$ cat config.mk
export PLATFORM = sky130hd
export DESIGN_NAME = gjpc_seq
export DESIGN_NICKNAME = d
export VERILOG_FILES = /design/src/rtl/core/gjpc_pkg.sv /design/src/rtl/core/gjpc_seq.sv
export SDC_FILE = /design/constraint.sdc
export NUM_CORES = 1
export LEC_CHECK = 0
export ABC_AREA = 1
export BUFFER_PORTS_ARGS = -buffer_cell sky130_fd_sc_hd__buf_2
export CELL_PAD_IN_SITES_DETAIL_PLACEMENT = 1
export CELL_PAD_IN_SITES_GLOBAL_PLACEMENT = 2
export CORE_MARGIN = 2
export CORE_UTILIZATION = 34
export DETAILED_ROUTE_END_ITERATION = 8
export PLACE_DENSITY = 0.95
export SLEW_MARGIN = 25
export SYNTH_ARGS = -nofsm -noshare
export SYNTH_HDL_FRONTEND = slang
export SYNTH_SLANG_ARGS = --single-unit
export TNS_END_PERCENT = 10
$ cat constraint.sdc
create_clock -name clk -period 8.6 [get_ports clk]
set_clock_uncertainty 0.2 [all_clocks]
set_input_delay 2.15 -clock clk [delete_from_list [all_inputs] [get_ports clk]]
set_output_delay 2.15 -clock clk [all_outputs]
set_load 0.01 [all_outputs]
$ cat src/rtl/core/gjpc_pkg.sv
package gjpc_pkg;

    localparam int JUMP_W           = 8;
    localparam int SIDE_W           = 8;
    localparam int COUNT_W          = 64;
    localparam int MAX_SIDE_DEFAULT = 128;

    localparam logic [SIDE_W-1:0] SIDE_RESET = 8'd128;

    typedef struct packed {
        logic               valid;
        logic [COUNT_W-1:0] count;
    } result_t;

endpackage

$ cat src/rtl/core/gjpc_seq.sv
module gjpc_seq #(
    parameter int MAX_SIDE = gjpc_pkg::MAX_SIDE_DEFAULT,
    parameter int DEPTH    = MAX_SIDE * MAX_SIDE,
    parameter int AW       = $clog2(MAX_SIDE * MAX_SIDE)
) (
    input  logic                                clk,
    input  logic                                rst_n,
    input  logic                                cell_valid,
    input  logic [gjpc_pkg::JUMP_W-1:0]         cell_jump,
    output logic                                cell_ready,
    input  logic                                cfg_valid,
    input  logic [gjpc_pkg::SIDE_W-1:0]         cfg_data,
    output logic                                cfg_ready,
    input  logic                                out_busy,
    output logic [AW-1:0]                       rd_addr,
    input  logic [gjpc_pkg::COUNT_W-1:0]        rd_data,
    output logic                                wr_en,
    output logic [AW-1:0]                       wr_addr,
    output logic [gjpc_pkg::COUNT_W-1:0]        wr_data,
    output gjpc_pkg::result_t                   res
);

    localparam int PW = $clog2(MAX_SIDE);
    localparam int SW = $clog2(MAX_SIDE + 1);
    localparam int EW = ((PW > gjpc_pkg::JUMP_W) ? PW : gjpc_pkg::JUMP_W) + 1;
    localparam int CW = gjpc_pkg::COUNT_W;

    function automatic logic [AW-1:0] cell_addr(input logic [PW-1:0] r, input logic [PW-1:0] c);
        cell_addr = AW'(int'(r) * MAX_SIDE + int'(c));
    endfunction

    logic [gjpc_pkg::SIDE_W-1:0] side_reg;
    logic [PW-1:0]               row_reg;
    logic [PW-1:0]               col_reg;
    logic                        clear_reg;
    logic [AW-1:0]               clr_addr_reg;

    logic                        s1_reg;
    logic                        s2_reg;
    logic                        s3_reg;
    logic [AW-1:0]               addr_cur_reg;
    logic [AW-1:0]               addr_dn_reg;
    logic [AW-1:0]               addr_rt_reg;
    logic                        en_dn_reg;
    logic                        en_rt_reg;
    logic                        first_reg;
    logic                        last_reg;
    logic [CW-1:0]               cur_reg;

    logic [SW-1:0]               side_use;
    logic [SW-1:0]               side_last;
    logic                        row_end;
    logic                        col_end;
    logic                        last_pos;
    logic                        first_pos;
    logic [EW-1:0]               r_dn;
    logic [EW-1:0]               c_rt;
    logic                        jump_nz;
    logic                        accept;
    logic [CW-1:0]               cur_val;
    logic [CW-1:0]               sum;

    always_comb
    begin
        if (side_reg == '0)
        begin
            side_use = SW'(1);
        end
        else if (int'(side_reg) > MAX_SIDE)
        begin
            side_use = SW'(MAX_SIDE);
        end
        else
        begin
            side_use = SW'(side_reg);
        end
    end

    assign side_last = side_use - SW'(1);
    assign row_end   = (SW'(row_reg) == side_last);
    assign col_end   = (SW'(col_reg) == side_last);
    assign last_pos  = row_end && col_end;
    assign first_pos = (row_reg == '0) && (col_reg == '0);
    assign r_dn      = EW'(row_reg) + EW'(cell_jump);
    assign c_rt      = EW'(col_reg) + EW'(cell_jump);
    assign jump_nz   = (cell_jump != '0);

    assign cell_ready = !clear_reg && !s1_reg && !s2_reg && !cfg_valid
                        && !(last_pos && out_busy);
    assign cfg_ready  = !s1_reg && !s2_reg && !s3_reg;
    assign accept     = cell_valid && cell_ready;

    assign cur_val = first_reg ? CW'(1) : rd_data;
    assign sum     = rd_data + cur_reg;

    always_comb
    begin
        if (s1_reg)
        begin
            rd_addr = addr_dn_reg;
        end
        else if (s2_reg)
        begin
            rd_addr = addr_rt_reg;
        end
        else
        begin
            rd_addr = cell_addr(row_reg, col_reg);
        end
    end

    always_comb
    begin
        wr_en   = 1'b0;
        wr_addr = clr_addr_reg;
        wr_data = '0;
        if (s1_reg)
        begin
            wr_en   = 1'b1;
            wr_addr = addr_cur_reg;
        end
        else if (s2_reg)
        begin
            wr_en   = en_dn_reg;
            wr_addr = addr_dn_reg;
            wr_data = sum;
        end
        else if (s3_reg)
        begin
            wr_en   = en_rt_reg;
            wr_addr = addr_rt_reg;
            wr_data = sum;
        end
        else if (clear_reg)
        begin
            wr_en = 1'b1;
        end
    end

    assign res.valid = s1_reg && last_reg;
    assign res.count = cur_val;

    always_ff @(posedge clk or negedge rst_n)
    begin
        if (!rst_n)
        begin
            side_reg     <= gjpc_pkg::SIDE_RESET;
            row_reg      <= '0;
            col_reg      <= '0;
            clear_reg    <= 1'b1;
            clr_addr_reg <= '0;
            s1_reg       <= 1'b0;
            s2_reg       <= 1'b0;
            s3_reg       <= 1'b0;
        end
        else
        begin
            s1_reg <= accept;
            s2_reg <= s1_reg;
            s3_reg <= s2_reg;
            if (cfg_valid && cfg_ready)
            begin
                side_reg     <= cfg_data;
                row_reg      <= '0;
                col_reg      <= '0;
                clear_reg    <= 1'b1;
                clr_addr_reg <= '0;
            end
            else
            begin
                if (clear_reg)
                begin
                    if (clr_addr_reg == AW'(DEPTH - 1))
                    begin
                        clear_reg <= 1'b0;
                    end
                    else
                    begin
                        clr_addr_reg <= clr_addr_reg + AW'(1);
                    end
                end
                if (accept)
                begin
                    if (last_pos)
                    begin
                        row_reg <= '0;
                        col_reg <= '0;
                    end
                    else if (col_end)
                    begin
                        row_reg <= row_reg + PW'(1);
                        col_reg <= '0;
                    end
                    else
                    begin
                        col_reg <= col_reg + PW'(1);
                    end
                end
            end
        end
    end

    always_ff @(posedge clk)
    begin
        if (accept)
        begin
            addr_cur_reg <= cell_addr(row_reg, col_reg);
            addr_dn_reg  <= cell_addr(PW'(r_dn), col_reg);
            addr_rt_reg  <= cell_addr(row_reg, PW'(c_rt));
            en_dn_reg    <= !last_pos && jump_nz && (r_dn < EW'(side_use));
            en_rt_reg    <= !last_pos && jump_nz && (c_rt < EW'(side_use));
            first_reg    <= first_pos;
            last_reg     <= last_pos;
        end
        if (s1_reg)
        begin
            cur_reg <= cur_val;
        end
    end

endmodule

==> results of run 1 <==
[per-layer routing]
| metal | share of wire, % | routed length (µm) | vias up | global-route usage, % |
|---|---|---|---|---|
| met1 | 42 | 19200 | 5944 | 31.3 |
| met2 | 49 | 22600 | 405 | 45.0 |
| met3 | 5.3 | 2440 | 91 | 3.82 |
| met5 | 0 | 0 | - | 0 |
| li1 | - | - | 6030 | - |
| met4 | 3.9 | 1800 | 0 | 10.5 |
[stage by stage]
stage	instances	hold slack [ps]
floorplan	1644	152
global placement	2320	280
detailed placement	2320	303
CTS	2352	314
global route	2354	347
finish	2355	310
[power by group]
group	leakage [nW]	switching [mW]	internal, mW
registers	1.41	0.0137	0.709
logic	5.03	0.242	0.121
clock network	0.305	0.341	0.453
[final cells by class]
class	instances	area, µm²
Fill cell	4476	20200
Multi-Input combinational cell	1220	6770
Sequential cell	136	3890
Timing Repair Buffer	252	1280
Inverter	257	965
Tap cell	455	569
Clock buffer	18	450
Clock inverter	14	163
Antenna cell	3	7.51
[layout by cell type (no fill, tap or decap), drive strengths merged, types with 9 or more instances in the layout]
| master | instances |
|---|---|
| a21boi | 11 |
| a21o | 9 |
| a21oi | 169 |
| a31oi | 11 |
| buf | 252 |
| clkbuf | 18 |
| dfrtp | 38 |
| edfxtp | 96 |
| ha | 97 |
| inv | 261 |
| nand2 | 281 |
| nand3 | 84 |
| nor2 | 262 |
| nor3 | 20 |
| nor4 | 11 |
| o21a | 12 |
| o21ai | 153 |
| o221ai | 18 |
| xnor2 | 9 |
| xor2 | 18 |
[worst max path at each step]
stage | endpoint | slack [ps] | cells past startpoint
5_1_grt | wr_data[51] | 950 | 15
3_5_place_dp | wr_data[42] | 1350 | 19
3_3_place_gp | wr_data[42] | 1450 | 19
6_report | wr_data[42] | 1270 | 19
4_1_cts | wr_data[42] | 1330 | 18
2_1_floorplan | wr_data[48] | 2050 | 21
[logic make-up (layout without fill, tap and decap cells)]
group                    Yosys count  after routing
adder cells (fa/ha/maj)          100            100
XOR/XNOR                          27             27
AO/OA/AOI/OAI                    415            415
other                              0              3
buffers and inverters            288            541
multiplexers                       1              1
flip-flops                       136            136
AND/OR/NAND/NOR                  677            677
[cells in the mapped netlist (5+ instances only)]
cell type	count
nand2_1	274
nor2_1	258
inv_1	255
a21oi_1	169
o21ai_0	142
ha_1	97
edfxtp_1	96
nand3_1	73
dfrtp_1	38
clkbuf_1	28
nor3_1	20
o221ai_1	18
xor2_1	18
o21a_1	12
a21boi_0	11
a31oi_1	11
nor4_1	11
a21o_1	9
xnor2_1	9
nand3_2	8
nand4_1	8
o21bai_1	8
a22oi_1	6
a221oi_1	5
o21ai_1	5
o21ai_2	5
==> impl_metrics.py, run 1 <==
metrics = {
    "outcome": {
        "status": "finished clean",
    },
    "route": {
        "drt_iter0_drc": 615,
        "drc_errors": 0,
        "vias_per_cell": 5.30,
        "wl_um": 46100,
        "vias": 12470,
        "ant_nets": 0,
        "wl_per_cell_um": 19.6,
        "drtPass1Iterations": 5,
    },
    "critical_path": {
        "timing.rr.start": "side_reg[2]$_DFFE_PN0P_",
        "worstReg2RegEnd": "row_reg[3]$_DFFE_PN0P_",
        "worst_path_most_repeated_cell": "nand2_1",
        "critPathTopFamily": "compound AO/OA/AOI/OAI gates",
        "crit_buf_inv": 2,
        "cp.arrival_ps": 4980,
        "ff2ff_setup_slack_ps": 4400,
        "path_cells": "buf_2, ha_1, fa_1, nand2_1, nand2_1, o21ai_0, o21ai_0, nand3_1, nand2_1, a21oi_1, o21ai_0, nand2_1, nand2_1, nand3_1, nand2_1, nand2_1, nand2_1, nor2_1, buf_2",
        "endpoint_kind": "primary output",
        "critPathRequiredTime_ps": 6250,
        "crit_type": "input port to primary output",
        "rr_worst_depth": 18,
        "critPathMaxFanout": 4,
        "critPathLaunchType": "input port",
        "crit_path_start": "rd_data[0]",
        "critPathMaxStageDelay_ps": 470,
        "crit_slowest_cell": "o21ai_0",
    },
    "timing": {
        "min_period_ps": 7330,
        "worstMarginPinSlew_ps": 931,
        "hold_violations": 0,
        "grt_setup_unrepaired": "false",
        "max_freq_mhz": 136,
        "worst_slack_ps": 1270,
        "period_share_pct": 85.2,
        "max_slew_margin_pct": 37.9,
        "final.setup.tns_ps": 0,
        "setup_violations": 0,
        "finalMaxSlewViolations": 0,
    },
    "clocking": {
        "cts_tree": "done",
        "cts_root_buf": "clkbuf_16",
        "cts-htree-levels": 4,
        "clk_latency_ps": 450,
        "cts_buffers": 17,
        "post_cts_buffers": 0,
        "clk_pin_slew_ps": 70,
        "clk_path_buf_depth": 2,
        "cts_resized": 0,
        "clock-sinks": 136,
        "cts_hold_buf": 0,
    },
    "synthesis": {
        "yosysSeqAreaShare_pct": 33.1,
        "synth_compound_area_share_pct": 20.1,
        "ys_top_cells_by_area": "edfxtp_1 (25%), ha_1 (10%), nand2_1 (8.8%), nor2_1 (8.2%), inv_1 (8.1%)",
        "synth-edff-count": 96,
        "synth_xor_area_share_pct": 2.01,
        "yosys.area_share.adder_pct": 10.8,
        "synth_ff_type": "edfxtp_1",
        "syn_area_um2": 11800,
        "netlist.top_cell.by_area": "edfxtp_1",
        "ys_ff_latch": 136,
        "ys.warnings.count": 0,
        "async_flop_share_pct": 29.4,
        "yosys.area_share.simple_pct": 24.6,
        "synthMuxAreaShare_pct": 0.0852,
        "syn_nets": 1829,
        "yosysTopAreaCellShare_pct": 24.5,
        "ys_types": 53,
        "synth_top_family_by_area": "simple AND/OR/NAND/NOR gates",
        "synthCells": 1644,
        "synth.avg_cell_area_um2": 7.15,
    },
    "grt": {
        "grt_pass1_wl_um": 71200,
        "grt_usage_pct": 25.6,
        "grt_pass1_vias": 12934,
        "grt_start_max_net_pins": 76,
        "grt-ovfl-total": 0,
        "antenna_found_initial": 3,
    },
    "die": {
        "io_pins": 245,
        "fp-row-count": 68,
        "die_area_um2": 36100,
        "start_util_pct": 34.3,
        "core_um2": 34300,
        "die_w_um": 190,
        "die_h_um": 190,
    },
    "finish": {
        "largest_reg_flops": 64,
        "syn2layout_area_growth_pct": 20.0,
        "fin_util_pct": 41.1,
        "nets": 2069,
        "design_area_um2": 14100,
        "layout-drive-gt1-share_pct": 16.8,
    },
    "place": {
        "gp_congestion": 0.961,
        "hpwl_um": 37100,
        "placed_cell_area_um2": 13500,
        "io_buffers": 244,
        "post-place-ws_ps": 1350,
    },
    "hold_path": {
        "min_from": "clr_addr_reg[13]$_DFFE_PN0P_",
        "whs_endpoint": "clr_addr_reg[13]$_DFFE_PN0P_",
        "hold_class": "register to register",
        "hold_path_depth": 1,
    },
    "pwr": {
        "irDropWorstVdd_mv": 0.147,
        "powerDensity_nw_per_um2": 133,
        "power.leakage_nw": 6.75,
        "power_mw": 1.88,
    },
    "job": {
        "maxCapViolCount": 0,
    },
}
(Power assumes the default switching activity.)
==> inputs of run 2 (changes only) <==
--- a/config.mk
+++ b/config.mk
@@ -5,14 +5,13 @@
 export SDC_FILE = /design/constraint.sdc
 export NUM_CORES = 1
 export LEC_CHECK = 0
-export ABC_AREA = 1
 export BUFFER_PORTS_ARGS = -buffer_cell sky130_fd_sc_hd__buf_2
 export CELL_PAD_IN_SITES_DETAIL_PLACEMENT = 1
 export CELL_PAD_IN_SITES_GLOBAL_PLACEMENT = 2
 export CORE_MARGIN = 2
-export CORE_UTILIZATION = 34
+export CORE_UTILIZATION = 36
 export DETAILED_ROUTE_END_ITERATION = 8
-export PLACE_DENSITY = 0.95
+export PLACE_DENSITY_LB_ADDON = 0.1
 export SLEW_MARGIN = 25
 export SYNTH_ARGS = -nofsm -noshare
 export SYNTH_HDL_FRONTEND = slang
==> run 2 against run 1 <==
Effect of this change: design area fell by 7.3%; synthesized area fell by 7.2%; cell count fell by 22%; register-to-register slack lost 250 ps; critical path depth shrank 5; first-iteration DRC count is 15% lower; global-route usage down 1.5 points; largest cell class unchanged; synthesized cell count shrank 26%; fmax down 8.1%; non-clock buffer count is 1 higher; via count fell by 20%; clock power shrank 5.5%.
==> impl_metrics.py, run 2 <==
metrics = {
    "timing": {
        "finalMaxSlewViolations": 0,
        "grt_setup_unrepaired": "false",
        "max_slew_margin_pct": 40.1,
        "worstMarginPinSlew_ps": 896,
        "hold_violations": 0,
        "final.setup.tns_ps": 0,
        "min_period_ps": 7970,
        "period_share_pct": 92.7,
        "setup_violations": 0,
        "max_freq_mhz": 125,
    },
    "critical_path": {
        "critPathRequiredTime_ps": 6250,
        "timing.rr.start": "side_reg[3]$_DFFE_PN0P_",
        "crit_type": "input port to primary output",
        "path_cells": "buf_2, ha_1, fa_1, a21o_1, and4_1, o211ai_1, a2111o_1, nand2_1, a21oi_1, o21ai_0, a31oi_1, o31ai_1, mux2i_1, buf_2",
        "crit_slowest_cell": "a31oi_1",
        "worstReg2RegEnd": "addr_cur_reg[3]$_DFFE_PP_",
        "critPathLaunchType": "input port",
        "endpoint_kind": "primary output",
        "cp.arrival_ps": 5620,
        "critPathMaxStageDelay_ps": 500,
        "rr_worst_depth": 13,
        "ff2ff_setup_slack_ps": 4150,
        "worst_path_most_repeated_cell": "buf_2",
        "critPathMaxFanout": 4,
    },
    "clocking": {
        "cts_buffers": 17,
        "post_cts_buffers": 0,
        "cts_root_buf": "clkbuf_16",
        "clk_path_buf_depth": 2,
        "cts_hold_buf": 0,
        "cts_tree": "done",
        "cts-htree-levels": 4,
        "clock-sinks": 136,
        "cts_resized": 0,
        "clk_latency_ps": 440,
        "clk_pin_slew_ps": 70,
    },
    "synthesis": {
        "syn_nets": 1395,
        "ys_ff_latch": 136,
        "synth.avg_cell_area_um2": 9.01,
        "yosysTopAreaCellShare_pct": 26.4,
        "synth.most_common_cell": "nand2_1",
        "syn_area_um2": 10900,
        "yosysSeqAreaShare_pct": 35.7,
        "ys.warnings.count": 0,
        "ys_top_cells_by_area": "edfxtp_1 (26%), ha_1 (11%), dfrtp_1 (8.7%), nor2b_1 (4.2%), nand2_1 (4.1%)",
        "ys_types": 77,
        "netlist.top_cell.by_area": "edfxtp_1",
        "netlist_top_cells_count": "nand2_1 (120), nor2_1 (118), ha_1 (97)",
        "synth-edff-count": 96,
        "synth_ff_type": "edfxtp_1",
        "async_flop_share_pct": 29.4,
        "synthCells": 1210,
    },
    "hold_path": {
        "hold_path_depth": 2,
        "whs_endpoint": "side_reg[0]$_DFFE_PN0P_",
        "hold_class": "register to register",
        "min_from": "side_reg[0]$_DFFE_PN0P_",
    },
    "grt": {
        "grt-ovfl-total": 0,
        "grt_pass1_vias": 10262,
        "grt_usage_pct": 24.1,
        "grt_pass1_wl_um": 58500,
        "antenna_found_initial": 1,
        "grt_start_max_net_pins": 65,
    },
    "finish": {
        "fin_util_pct": 44.0,
        "antenna_cells": 0,
        "final_common_cell": "buf_2",
        "final_cell_mix": "buf_2 (243), nand2_1 (120), nor2_1 (118), ha_1 (97), edfxtp_1 (96)",
        "largest_reg_flops": 64,
        "syn2layout_area_growth_pct": 19.9,
        "layout-drive-gt1-share_pct": 22.1,
        "nFillCells": 3544,
        "nets": 1618,
    },
    "route": {
        "vias": 9995,
        "drc_errors": 0,
        "ant_nets": 0,
        "wl_um": 38000,
        "vias_per_cell": 5.44,
        "drtPass1Iterations": 5,
        "wl_per_cell_um": 20.7,
        "drt_iter0_drc": 520,
    },
    "die": {
        "io_pins": 245,
        "die_h_um": 178,
        "start_util_pct": 36.7,
        "core_um2": 29700,
        "fp-row-count": 63,
        "die_w_um": 178,
        "die_area_um2": 31700,
    },
    "pwr": {
        "powerDensity_nw_per_um2": 133,
        "irDropWorstVdd_mv": 0.132,
        "power.leakage_nw": 5.79,
    },
    "place": {
        "hpwl_um": 29500,
        "gp_congestion": 0.881,
        "io_buffers": 244,
    },
    "job": {
        "maxCapViolCount": 0,
    },
    "outcome": {
        "status": "finished clean",
    },
}
==> run 2: cell types whose count changed after synthesis, sizes merged, moves of 35 or more <==
cell   previous run  this run
a21o              9        44
a21oi           169        87
inv             256        32
nand2           281       120
nand3            84        20
nor2            262       118
nor2b             0        73
o21ai           153        97
xnor2             9        50
==> run 2: critical path, delay by kind of cell <==
family	cells	cell delay [ps]
adder cells (fa/ha/maj)	2	720
AND/OR/NAND/NOR	2	310
multiplexers	1	170
buffers and inverters	2	260
AO/OA/AOI/OAI	7	2000
==> run 2: power by group <==
group | internal (mW) | switching [mW]
Clock | 0.411 | 0.340
Sequential | 0.703 | 0.00909
Combinational | 0.115 | 0.164
==> run 2: layout make-up <==
| cell class | instances | area (µm²) | area share (%) |
|---|---|---|---|
| clock inverters | 15 | 159 | 1.22 |
| repair buffers | 253 | 1290 | 9.88 |
| clock buffers | 17 | 425 | 3.25 |
| inverters | 32 | 120 | 0.919 |
| flip-flops and latches | 136 | 3890 | 29.8 |
| multi-input cells | 993 | 6700 | 51.2 |
| well taps | 390 | 488 | 3.73 |
==> run 2: through the flow <==
stage	total power, mW	std cells	area [µm²]	hold slack [ps]	setup WS, ps
2_1_floorplan	0.909	1210	10900	152	1380
3_5_place_dp	1.00	1804	12500	346	636
4_1_cts	1.76	1836	13100	364	613
6_report	1.74	1836	13100	368	627
5_1_grt	1.82	1836	13100	421	396
3_3_place_gp	1.00	1804	12500	342	759
==> run 2: worst max-delay path by stage <==
stage          slack, ps     endpoint  cells past startpoint       start
6_report             630  wr_data[60]                     14  rd_data[0]
2_1_floorplan       1380  wr_data[58]                     12  rd_data[0]
5_1_grt              400  wr_data[60]                     14  rd_data[0]
4_1_cts              610  wr_data[60]                     14  rd_data[0]
3_5_place_dp         640  wr_data[60]                     14  rd_data[0]
3_3_place_gp         760  wr_data[58]                     14  rd_data[0]
==> run 2: metal layers <==
| layer | GRT usage (%) | up-vias | part of all wire [%] |
|---|---|---|---|
| li1 | - | 4833 | - |
| met1 | 30.0 | 4871 | 43 |
| met2 | 42.7 | 238 | 50 |
| met3 | 3.37 | 53 | 3.8 |
| met4 | 8.16 | 0 | 2.7 |
| met5 | 0 | - | 0 |
==> run 2: cell families after synthesis <==
logic type | count (synthesis) | share of synthesized area, %
compound gates | 326 | 19.4
xor+xnor | 90 | 7.23
fa+ha+maj | 100 | 11.7
buf+inv | 81 | 3.00
flops | 136 | 35.7
mux | 28 | 2.63
simple gates | 449 | 20.4
==> inputs of run 3 (changes only) <==
--- a/config.mk
+++ b/config.mk
@@ -12,6 +12,7 @@
 export CORE_UTILIZATION = 36
 export DETAILED_ROUTE_END_ITERATION = 8
 export PLACE_DENSITY_LB_ADDON = 0.1
+export RECOVER_POWER = 100
 export SLEW_MARGIN = 25
 export SYNTH_ARGS = -nofsm -noshare
 export SYNTH_HDL_FRONTEND = slang
==> run 3 against run 2 <==
Effect of this change: the run now ends with capacitance limit, slew limit left; combinational power down 3%; register-to-register slack worse by 2100 ps; wire length about the same; core utilization down 1.1 points; sequential cell count unchanged; sequential power barely moved; first-iteration DRC count is 11% higher; worst hold slack lost 6.2 ps; die area unchanged; cell count hardly changed.
==> impl_metrics.py, run 3 (synthesis results as in run 2) <==
metrics = {
    "route": {
        "ant_nets": 0,
        "drtPass1Iterations": 5,
        "vias_per_cell": 5.44,
        "wl_um": 38100,
        "wl_per_cell_um": 20.7,
        "drc_errors": 0,
        "drt_iter0_drc": 579,
        "vias": 9997,
    },
    "critical_path": {
        "crit_type": "input port to primary output",
        "cp.arrival_ps": 5660,
        "critPathRequiredTime_ps": 6250,
        "rr_worst_depth": 8,
        "timing.rr.start": "s1_reg$_DFF_PN0_",
        "critPathMaxFanout": 4,
        "crit_path_start": "rd_data[0]",
        "endpoint_kind": "primary output",
        "critPathLaunchType": "input port",
        "worstReg2RegEnd": "col_reg[6]$_DFFE_PN0P_",
        "ff2ff_setup_slack_ps": 2030,
    },
    "job": {
        "maxCapViolCount": 4,
    },
    "timing": {
        "min_period_ps": 8010,
        "setup_violations": 0,
        "final.setup.tns_ps": 0,
        "worstMarginPinSlew_ps": 2480,
        "worst_slack_ps": 594,
        "hold_violations": 0,
        "period_share_pct": 93.1,
        "finalMaxSlewViolations": 148,
        "max_slew_margin_pct": -65.3,
        "max_freq_mhz": 125,
        "grt_setup_unrepaired": "false",
    },
    "die": {
        "start_util_pct": 36.7,
        "die_h_um": 178,
        "die_area_um2": 31700,
        "core_um2": 29700,
        "die_w_um": 178,
        "fp-row-count": 63,
        "io_pins": 245,
    },
    "clocking": {
        "cts_resized": 0,
        "cts-htree-levels": 4,
        "post_cts_buffers": 0,
        "cts_tree": "done",
        "clock-sinks": 136,
        "clk_pin_slew_ps": 70,
        "clk_path_buf_depth": 2,
        "cts_hold_buf": 0,
        "cts_root_buf": "clkbuf_16",
        "cts_buffers": 17,
        "clk_latency_ps": 440,
    },
    "grt": {
        "grt-ovfl-total": 0,
        "grt_pass1_vias": 10262,
        "use_met3_pct": 3.37,
        "met2_usage_pct": 42.7,
        "antenna_found_initial": 1,
        "met1_usage_pct": 30.0,
        "grt.busiest_layer": "met2",
        "grt_start_max_net_pins": 65,
        "grt_usage_pct": 24.1,
        "grt_pass1_wl_um": 58500,
    },
    "finish": {
        "syn2layout_area_growth_pct": 16.9,
        "layout-drive-gt1-share_pct": 7.19,
        "fin_util_pct": 42.9,
        "nFillCells": 3631,
        "nets": 1618,
        "design_area_um2": 12700,
        "final_common_cell": "clkbuf_1",
        "largest_reg_flops": 64,
        "fin_cells": 1837,
        "seq_area_um2": 3890,
        "final_cell_mix": "clkbuf_1 (203), nand2_1 (120), nor2_1 (118), ha_1 (97), edfxtp_1 (96)",
        "multi_input_area_um2": 6640,
    },
    "pwr": {
        "power.leakage_nw": 5.01,
        "powerDensity_nw_per_um2": 136,
        "irDropWorstVdd_mv": 0.130,
    },
    "place": {
        "gp_congestion": 0.881,
        "io_buffers": 244,
        "placed_cells": 1804,
        "hpwl_um": 29500,
        "placed_cell_area_um2": 12500,
        "post-place-ws_ps": 636,
    },
    "outcome": {
        "status": "finished, violations left",
        "violations": "capacitance limit, slew limit",
    },
    "hold_path": {
        "hold_class": "register to register",
        "hold_path_depth": 2,
        "min_from": "side_reg[0]$_DFFE_PN0P_",
        "whs_endpoint": "side_reg[0]$_DFFE_PN0P_",
    },
}
-- run 3: cell count changes in the layout (fill, tap and decap cells not counted), sizes merged --
cell,change
buf,-204
clkbuf,+204
diode,+1
-- run 3: power breakdown --
part           total, mW  internal (mW)  switching, mW
sequential         0.712          0.703        0.00904
clock              0.750          0.411          0.339
combinational      0.271          0.109          0.163
-- run 3: per-layer routing --
metal / share of wire, % / vias up
met4: 3.2 / 0
met3: 3.9 / 63
met2: 50 / 259
met1: 43 / 4838
met5: 0 / -
li1: - / 4837
-- run 3: critical path, stage by stage --
cell and delay (ps):
clkbuf_1 90, ha_1 280, fa_1 440, a21o_1 190, and4_1 210, o211ai_1 250
and2_0 230, o31ai_2 160, a2111oi_4 430, nor4_1 110, o31ai_1 520, o31ai_2 100
mux2_1 330, buf_2 150
-- run 3: worst max-delay path by stage --
stage / endpoint / slack (ps) / cells past startpoint
2_1_floorplan: wr_data[58] / 1380 / 12
5_1_grt: wr_data[58] / 320 / 14
4_1_cts: wr_data[60] / 610 / 14
3_3_place_gp: wr_data[58] / 760 / 14
6_report: wr_data[58] / 590 / 14
3_5_place_dp: wr_data[60] / 640 / 14
-- run 3: cell type report --
class | count | share of cell area, %
Multi-Input combinational cell | 993 | 52.1
Sequential cell | 136 | 30.5
Timing Repair Buffer | 253 | 8.02
Tap cell | 390 | 3.83
Clock buffer | 17 | 3.34
Clock inverter | 15 | 1.25
Inverter | 32 | 0.943
Antenna cell | 1 | 0.0196
-- run 3: stage by stage --
step | hold slack [ps] | power, mW
floorplan | 152 | 0.909
global placement | 342 | 1.00
detailed placement | 346 | 1.00
CTS | 364 | 1.76
global route | 421 | 1.81
finish | 361 | 1.73
